==> config.mk <==
export PLATFORM = sky130hd
export DESIGN_NAME = qcfl_pow4
export DESIGN_NICKNAME = d
export VERILOG_FILES = /design/src/qcfl_pkg.sv /design/src/qcfl_pow4.sv
export SDC_FILE = /design/constraint.sdc
export NUM_CORES = 2
export LEC_CHECK = 0
export BUFFER_PORTS_ARGS = -buffer_cell sky130_fd_sc_hd__buf_2
export CORE_UTILIZATION = 37
export DETAILED_ROUTE_END_ITERATION = 8
export HOLD_SLACK_MARGIN = 0.03
export PLACE_DENSITY = 0.51
export RECOVER_POWER = 25
export SLEW_MARGIN = 20
export SYNTH_ARGS = -nofsm -noshare
export SYNTH_HDL_FRONTEND = slang
export SYNTH_SLANG_ARGS = --single-unit
export TNS_END_PERCENT = 1
==> constraint.sdc <==
create_clock -name i_clk -period 11.9 [get_ports i_clk]
set_input_delay 2.38 -clock i_clk [delete_from_list [all_inputs] [get_ports i_clk]]
set_output_delay 2.38 -clock i_clk [all_outputs]
set_load 0.02 [all_outputs]
==> src/qcfl_pkg.sv <==
// qcfl_pkg: shared constants and types for the curvature / FRAM limiter core.
// No dependencies; used by every module in src.
`timescale 1ns / 1ps

package qcfl_pkg;

    localparam int VALUE_BITS_DEF = 32;
    localparam int FRAC_BITS_DEF  = 16;
    localparam int FACTOR_BITS    = 32;
    localparam int LIM_FRAC       = 16;
    localparam int DIV_STEPS      = LIM_FRAC;
    localparam int LIM_BITS       = LIM_FRAC + 1;
    localparam int MR_BITS        = 16;
    localparam int ADDR_BITS      = 3;
    localparam int DATA_BITS      = 32;

    localparam logic [MR_BITS-1:0]  MIN_RANGE_RST = MR_BITS'(1);
    localparam logic [LIM_BITS-1:0] LIM_ONE       = LIM_BITS'(1) << LIM_FRAC;

    typedef enum logic {
        REG_MIN_RANGE = 1'b0,
        REG_NONE      = 1'b1
    } t_reg_idx;

    typedef struct packed {
        logic wall;
        logic small_rng;
        logic one;
    } t_flags;

endpackage

==> src/qcfl_pow4.sv <==
// qcfl_pow4: fourth power of the Q0.16 quotient with limiter selection, two stages.
// Depends on qcfl_pkg.
`timescale 1ns / 1ps

module qcfl_pow4 (
    input  logic                           i_clk,
    input  logic                           i_en,
    input  logic [qcfl_pkg::LIM_FRAC-1:0]  i_q,
    input  qcfl_pkg::t_flags               i_flags,
    output logic [qcfl_pkg::LIM_BITS-1:0]  o_limiter
);

    localparam int QW = 2 * qcfl_pkg::LIM_FRAC;
    localparam int FW = 4 * qcfl_pkg::LIM_FRAC;

    logic [QW-1:0]                  r_q2;
    qcfl_pkg::t_flags               r_flags;
    logic [FW-1:0]                  w_q4;
    logic [qcfl_pkg::LIM_BITS-1:0]  n_lim;
    logic [qcfl_pkg::LIM_BITS-1:0]  r_lim;

    always_ff @(posedge i_clk) begin
        if (i_en) begin
            r_q2    <= QW'(i_q * i_q);
            r_flags <= i_flags;
        end
    end

    always_comb begin
        w_q4 = FW'(r_q2 * r_q2);
        if (r_flags.wall) begin
            n_lim = qcfl_pkg::LIM_ONE;
        end else if (r_flags.small_rng) begin
            n_lim = '0;
        end else if (r_flags.one) begin
            n_lim = qcfl_pkg::LIM_ONE;
        end else begin
            n_lim = qcfl_pkg::LIM_BITS'(w_q4[FW-1:FW-qcfl_pkg::LIM_FRAC]);
        end
    end

    always_ff @(posedge i_clk) begin
        if (i_en) begin
            r_lim <= n_lim;
        end
    end

    assign o_limiter = r_lim;

endmodule

==> metrics.yaml <==
critical_path.max_fanout: 22
setup_slack_ps: 2950
first_iter_violations: 1252
min_period_ps: 8950
skew_ps: 8.32
detail_route.vias_per_cell: 4.78
synth_compound_area_frac: 0.0528
synth-simple-area-share: 0.107
postCtsSetupBuffers: 0
max_slew_margin: 0.254
ctsHoldBuffers: 0
antenna_found_initial: 5
wl_per_cell_um: 18.7
r2r_start: "r_q2[13]$_DFFE_PP_"
synth-xor-area-share: 0.0191
status: "finished, final reports clean"
hp-class: "flip-flop to flip-flop"
htreeDepth: 2
drive_gt1_frac: 0.0270
grt_max_degree: 41
async_flop_share: 0
clock_sinks: 51
fp.dieArea_um2: 101000
worstHoldStart: "r_flags[2]$_DFFE_PP_"
cts_resized: 0
drtAntennaViolNets: 0
final_core_util: 0.392
synthTopCellsByCount: "inv_1 (1165), fa_1 (927), ha_1 (414), nand2_1 (312), and2_1 (286)"
required_ps: 11950
arrival_ps: 8990
grt_pass1_vias: 28000
drt-total-wl_um: 95300
yosysTopAreaCellShare: 0.505
setup-violations-final: 0
netlist_area_um2: 36800
avgSynthCellArea_um2: 9.57
placementRows: 115
globalplace.congestion: 0.901
core_um2: 98400
cts_root_buf: "clkbuf_16"
end_kind: "flip-flop"
synth_top_area_cell: "fa_1"
synthMuxAreaShare: 0.00116
reg2reg_slack_ps: 2950
syn_inst: 3843
synth_edf_count: 51
slew_viol_final: 0
dp_hpwl_um: 78900
synth.most_common_cell: "inv_1"
clock_path_buffers: 2
final.fill_count: 10000
synth_top_family_by_area: "adder cells"
port_buffers: 37
rsz0062_at_grt: "no"
ys.flop_type: "edfxtp_1"
wl_met1_um: 40900
route.met3.wl_um: 4630
gr-usage-all-layers: 0.203
grt_pass1_wl_um: 155000
highest_layer: "met5"
nets: 5180
tightest_slew_ps: 1120
cts_buffers: 5
crit_start: "r_q2[13]$_DFFE_PP_"
synth_fa_ha_area_frac: 0.646
fin_tns_setup_ps: 0
die_height_um: 317
die_w_um: 317
critical_path_class: "flip-flop to flip-flop"
r2r_end: "o_limiter[12]$_SDFFCE_PP0P_"
cts_tree: "yes"
start_util: 0.374
grt.overflow.total: 0
period_share: 0.752
r2r_cells: 25
pre_cts_slack_ps: 3050
ys_ff_latch: 51
drv_cap: 0
holdPathStages: 1
ys.warnings.count: 0
synth.area.top_cells: "fa_1 (50%), ha_1 (14%), inv_1 (12%)"
path_clk_slew_ps: 70
synth.distinct_cells: 64
cp-start-kind: "flip-flop"
area_growth_pct: 4.86
hold_viol: 0
clock_latency_ps: 310
seq_area_frac_synth: 0.0417
whs_endpoint: "o_limiter[16]$_SDFFCE_PP1P_"
ioPinCount: 38
route.detailed.drc: 0
fmax_ghz: 0.112
first_pass_iters: 5
met2_length_um: 48000
route.vias.total: 24400
cells by family (layout without fill, tap and decap cells):
family	Yosys count	after routing
xor+xnor	80	80
buf+inv	1290	1246
compound gates	289	289
other cells	2	24
simple gates	786	786
flops	51	51
mux	4	4
fa+ha+maj	1341	1341
cell usage in the layout, fill, tap and decap left out, types with 10 or more instances in the layout:
cell type | netlist | routed
inv_1 | 1165 | 1165
fa_1 | 927 | 927
ha_1 | 414 | 414
nand2_1 | 312 | 312
and2_1 | 286 | 286
a21oi_1 | 93 | 93
nor2_1 | 89 | 89
a21o_1 | 60 | 60
edfxtp_1 | 51 | 51
xnor2_1 | 49 | 49
buf_4 | 0 | 36
xor2_1 | 31 | 31
o21ai_0 | 27 | 27
o21bai_1 | 23 | 23
buf_2 | 5 | 23
conb_1 | 2 | 22
nand4_1 | 20 | 20
nand3_1 | 18 | 18
clkbuf_1 | 116 | 14
a211oi_1 | 12 | 12
nor2b_1 | 11 | 11
o211ai_1 | 10 | 10
area by class of cell:
class	count	area, µm²	share of cell area
well taps	1287	1610	0.0418
inverters	1165	4370	0.113
flip-flops and latches	51	1530	0.0397
clock inverters	3	17.5	0.000454
clock buffers	5	125	0.00325
repair buffers	73	438	0.0114
multi-input cells	2522	30500	0.790
diodes	2	5.00	0.000130
stage by stage:
stage	std cells	hold WS (ps)	area, µm²
global placement	5098	544	38400
floorplan	3863	514	36800
CTS	5106	568	38600
detailed placement	5098	540	38400
finish	5108	567	38600
global route	5107	604	38600
worst max-delay path by stage:
stage	slack, ps	cells after the start	end
after floorplan	3770	25	r_q2[24]$_DFFE_PP_
after global placement	3050	23	r_q2[24]$_DFFE_PP_
after detailed placement	3050	23	o_limiter[13]$_SDFFCE_PP0P_
after CTS	3050	23	o_limiter[13]$_SDFFCE_PP0P_
after global routing	2570	23	o_limiter[13]$_SDFFCE_PP0P_
final	2950	25	o_limiter[12]$_SDFFCE_PP0P_
registers in the layout, indices dropped and copies added (netlist names):
| register | cells |
|---|---|
| o_limiter | 17 |
| r_q2 | 31 |
| r_flags | 3 |
critical path: stages (launching register included):
cell and delay, ps:
edfxtp_1 880, buf_4 460, nand2_1 130, fa_1 550, inv_1 70, fa_1 480
fa_1 530, inv_1 50, fa_1 470, inv_1 50, fa_1 520, inv_1 60
fa_1 540, inv_1 50, fa_1 490, fa_1 430, ha_1 370, nand4_2 210
nor3_2 250, o2111ai_1 220, a31oi_1 500, o21ai_1 300, a211oi_1 520, o2111ai_1 250
a21oi_1 190, nor3b_1 60
per-layer routing:
metal	vias to the layer above	global-route usage
li1	11200	-
met4	6	0.0319
met5	-	0.00758
met3	85	0.0312
met1	12700	0.264
met2	444	0.359
Power is left out: the tool's default activity adds up to more than one toggle a clock period on the data nets, which glitch-free logic cannot reach.
