### config.mk
export PLATFORM = sky130hd
export DESIGN_NAME = qcfl_div_cell
export DESIGN_NICKNAME = d
export VERILOG_FILES = /design/src/qcfl_pkg.sv /design/src/qcfl_div_cell.sv
export SDC_FILE = /design/constraint.sdc
export NUM_CORES = 1
export LEC_CHECK = 0
export BUFFER_PORTS_ARGS = -buffer_cell sky130_fd_sc_hd__buf_2
export CAP_MARGIN = 10
export CORE_AREA = 3 3 106 108
export DETAILED_ROUTE_END_ITERATION = 10
export DIE_AREA = 0 0 109 111
export HOLD_SLACK_MARGIN = 0.15
export MAX_ROUTING_LAYER = met4
export PLACE_DENSITY = 0.75
export SYNTH_ARGS = -nofsm -noshare
export SYNTH_HDL_FRONTEND = slang
export SYNTH_SLANG_ARGS = --single-unit
### constraint.sdc
create_clock -name i_clk -period 3.3 [get_ports i_clk]
set_input_delay 0.66 -clock i_clk [delete_from_list [all_inputs] [get_ports i_clk]]
set_output_delay 0.66 -clock i_clk [all_outputs]
set_load 0.005 [all_outputs]
### src/qcfl_pkg.sv
// qcfl_pkg: shared constants and types for the curvature / FRAM limiter core.
// No dependencies; used by every module in src.
`timescale 1ns / 1ps

package qcfl_pkg;

    localparam int VALUE_BITS_DEF = 32;
    localparam int FRAC_BITS_DEF  = 16;
    localparam int FACTOR_BITS    = 32;
    localparam int LIM_FRAC       = 16;
    localparam int DIV_STEPS      = LIM_FRAC;
    localparam int LIM_BITS       = LIM_FRAC + 1;
    localparam int MR_BITS        = 16;
    localparam int ADDR_BITS      = 3;
    localparam int DATA_BITS      = 32;

    localparam logic [MR_BITS-1:0]  MIN_RANGE_RST = MR_BITS'(1);
    localparam logic [LIM_BITS-1:0] LIM_ONE       = LIM_BITS'(1) << LIM_FRAC;

    typedef enum logic {
        REG_MIN_RANGE = 1'b0,
        REG_NONE      = 1'b1
    } t_reg_idx;

    typedef struct packed {
        logic wall;
        logic small_rng;
        logic one;
    } t_flags;

endpackage

### src/qcfl_div_cell.sv
// qcfl_div_cell: one restoring-division cell, one quotient bit per stage.
// Depends on qcfl_pkg.
`timescale 1ns / 1ps

module qcfl_div_cell #(
    parameter int RW = qcfl_pkg::VALUE_BITS_DEF + 1
) (
    input  logic                          i_clk,
    input  logic                          i_en,
    input  logic [RW-1:0]                 i_rem,
    input  logic [RW-1:0]                 i_range,
    input  logic [qcfl_pkg::LIM_FRAC-1:0] i_q,
    output logic [RW-1:0]                 o_rem,
    output logic [RW-1:0]                 o_range,
    output logic [qcfl_pkg::LIM_FRAC-1:0] o_q
);

    logic [RW:0]                   w_rem2;
    logic                          w_ge;
    logic [RW-1:0]                 n_rem;
    logic [qcfl_pkg::LIM_FRAC-1:0] n_q;
    logic [RW-1:0]                 r_rem;
    logic [RW-1:0]                 r_range;
    logic [qcfl_pkg::LIM_FRAC-1:0] r_q;

    always_comb begin
        w_rem2 = {i_rem, 1'b0};
        w_ge   = w_rem2 >= {1'b0, i_range};
        n_rem  = w_ge ? RW'(w_rem2 - {1'b0, i_range}) : w_rem2[RW-1:0];
        n_q    = {i_q[qcfl_pkg::LIM_FRAC-2:0], w_ge};
    end

    always_ff @(posedge i_clk) begin
        if (i_en) begin
            r_rem   <= n_rem;
            r_range <= i_range;
            r_q     <= n_q;
        end
    end

    assign o_rem   = r_rem;
    assign o_range = r_range;
    assign o_q     = r_q;

endmodule

==> flow_summary.json <==
{
  "p_switching_uw": 780,
  "status": "completed",
  "synth-edff-count": 82,
  "pwr-share-clk_pct": 24.7,
  "finalWirelength_mm": 11.4,
  "ios": 166,
  "max_slew_margin_pct": 32.3,
  "cts_buffers": 9,
  "period_share_pct": 96.4,
  "die-area_sq_um": 12100,
  "grt_max_degree": 83,
  "cts_tree": "done",
  "grt_use_met2_pct": 31.3,
  "diodes": 0,
  "grt_usage_pct": 18.4,
  "detail_route.wl_per_cell_microns": 14.9,
  "pwr_density_cell_nw_per_um2": 436,
  "final_net_count": 744,
  "busiest_layer": "met2",
  "via_per_inst": 5.08,
  "swShare_pct": 27.1,
  "finalSetupTns_ns": 0,
  "worstSetupPathType": "input port to flip-flop",
  "worstSetupStartpointType": "input port",
  "fillers": 845,
  "start_util_pct": 44.8,
  "synth.avg_cell_area_sq_um": 12.0,
  "clock.fmax_mhz": 314,
  "setup_viol": 0,
  "hold_path.class": "input port to flip-flop",
  "ys_types": 46,
  "gp_congestion": 0.884,
  "rows": 37,
  "firstDrtPassIters": 5,
  "antenna_found_initial": 0,
  "cp.arrival_ns": 3.28,
  "synth_cells": 384,
  "coreArea_sq_um": 10300,
  "route.detailed.drc": 0,
  "yosysTopAreaCellShare_pct": 53.2,
  "syn_nets": 502,
  "comb_power_share_pct": 29.5,
  "synthesis.area_sq_um": 4630,
  "yosysTopAreaCell": "edfxtp_1",
  "whs_path_depth": 1,
  "ys_warn_count": 0,
  "die-width_microns": 109,
  "cts_max_path_buffers": 2,
  "worstMarginPinSlew_ns": 1.02,
  "die_height_microns": 111,
  "path_clk_slew_ns": 0.08,
  "ir_drop_v": 0.000229,
  "pwr-share-seq_pct": 45.8,
  "drv_cap": 0,
  "drive_above_1_share_pct": 47.1,
  "p_leak_uw": 0.00304,
  "synthTopCellsByArea": "edfxtp_1, ha_1, mux2_1, inv_1, xor2_1",
  "cp_data_required_time_ns": 3.39,
  "hold_viol_final": 0,
  "synth_seq_area_share_pct": 53.2,
  "hold_end": "o_q[5]$_DFFE_PP_",
  "grt-ovfl-total": 0,
  "num_vias": 3900,
  "synthToLayoutAreaGrowth_pct": 42.6,
  "async_flop_share_pct": 0,
  "placed_cells": 744,
  "min-delay-start": "i_q[4]",
  "yosysMostFrequentCell": "edfxtp_1",
  "grt_pass1_vias": 3834,
  "slew_violations": 0,
  "stdcell_count": 767,
  "final_antenna_net_count": 0,
  "gr-usage-met3_pct": 3.38,
  "cts_hold_buf": 0,
  "critPathCaptureType": "flip-flop",
  "cts_root_buffer": "clkbuf_8",
  "cts.sinks": 82,
  "cp_max_fo": 10,
  "drtIter0Drc": 151,
  "yosys-top-cells-count": "edfxtp_1, inv_1, ha_1",
  "ys_seq_elements": 82,
  "met1_usage_pct": 21.9,
  "port_buffers": 164,
  "intPower_uw": 2100,
  "fin_crit_ns": 3.18,
  "synth_ff_type": "edfxtp_1",
  "dp_hpwl_mm": 8.62,
  "htree_levels": 3,
  "grt_pass1_wl_mm": 17.4
}
[sequential cells by signal, summed over array words and instances, names as in the netlist]
signal   cells
o_rem       33
o_q         16
o_range     33
[through the flow]
step                      utilization [%]  worst slack (ns)  hold slack [ns]  instance area (sq um)  total power (uW)
after detailed placement             59.7            -0.386            0.839                   6170              2120
after global routing                 63.9          -0.00321            0.451                   6600              3040
after floorplan                         -           0.00125            0.759                   4690              1750
after CTS                            61.6           0.00556            0.464                   6360              2840
after global placement               59.7            -0.311            0.836                   6170              2100
final                                63.9             0.119            0.478                   6600              2880
[critical path, cell delays in order]
cell	delay, ns
buf_2	0.12
ha_4	0.23
buf_4	0.13
nand4_1	0.17
nor3_4	0.08
buf_4	0.14
o21ai_2	0.07
o31ai_4	0.09
a211o_1	0.31
a41oi_2	0.18
o211ai_1	0.15
a211oi_4	0.29
buf_6	0.16
buf_12	0.15
mux2_1	0.33
[cells in the final DEF (no fill, tap or decap), drive strengths merged, types with 15 or more instances in the layout]
cell type | netlist | final
mux2 | 31 | 31
xor2 | 16 | 16
a21oi | 24 | 24
inv | 38 | 38
buf | 4 | 239
nor2 | 17 | 17
edfxtp | 82 | 82
xnor2 | 15 | 15
nand2 | 19 | 19
o21ai | 21 | 21
ha | 33 | 33
[layout make-up]
| cell class | count | area [sq um] | area share [%] |
|---|---|---|---|
| Inverter | 38 | 143 | 2.16 |
| Tap cell | 136 | 170 | 2.58 |
| Timing Repair Buffer | 241 | 1470 | 22.3 |
| Multi-Input combinational cell | 254 | 2170 | 32.8 |
| Clock inverter | 5 | 55.1 | 0.834 |
| Clock buffer | 11 | 131 | 1.99 |
| Sequential cell | 82 | 2460 | 37.3 |
[worst max path at each step]
stage / start / to / cells past startpoint
2_1_floorplan: i_range[17] / o_rem[25]$_DFFE_PP_ / 13
3_3_place_gp: i_rem[0] / o_rem[23]$_DFFE_PP_ / 13
3_5_place_dp: i_rem[0] / o_rem[22]$_DFFE_PP_ / 13
4_1_cts: i_rem[12] / o_rem[22]$_DFFE_PP_ / 12
5_1_grt: i_range[15] / o_rem[22]$_DFFE_PP_ / 16
6_report: i_rem[14] / o_rem[22]$_DFFE_PP_ / 15
[power by group through the flow]
stage	sequential, uW	combinational [uW]	clock, uW
CTS	1320	788	728
finish	1320	849	711
global route	1330	930	780
floorplan	1360	387	0
global placement	1340	757	0
detailed placement	1340	781	0
[cell families after synthesis]
kind of cell	Yosys count	share of synthesized area, %
mux	32	7.76
fa+ha+maj	34	9.36
flops	82	53.2
xor+xnor	31	5.87
compound gates	86	12.0
simple gates	71	7.41
buf+inv	48	4.41
[routing by layer]
metal	wire length, microns	vias up	part of all wire (%)
li1	-	1904	-
met2	5680	172	50
met1	4610	1810	40
met5	0	-	0
met3	984	14	8.6
met4	153	0	1.3
[repair_timing]
action	CTS	global route
gates resized for setup	1	30
setup endpoints to repair	22	31
cloned	0	3
buffers inserted	0	4
pin swaps	0	8
No activity file was read; power rests on OpenSTA's default activity.
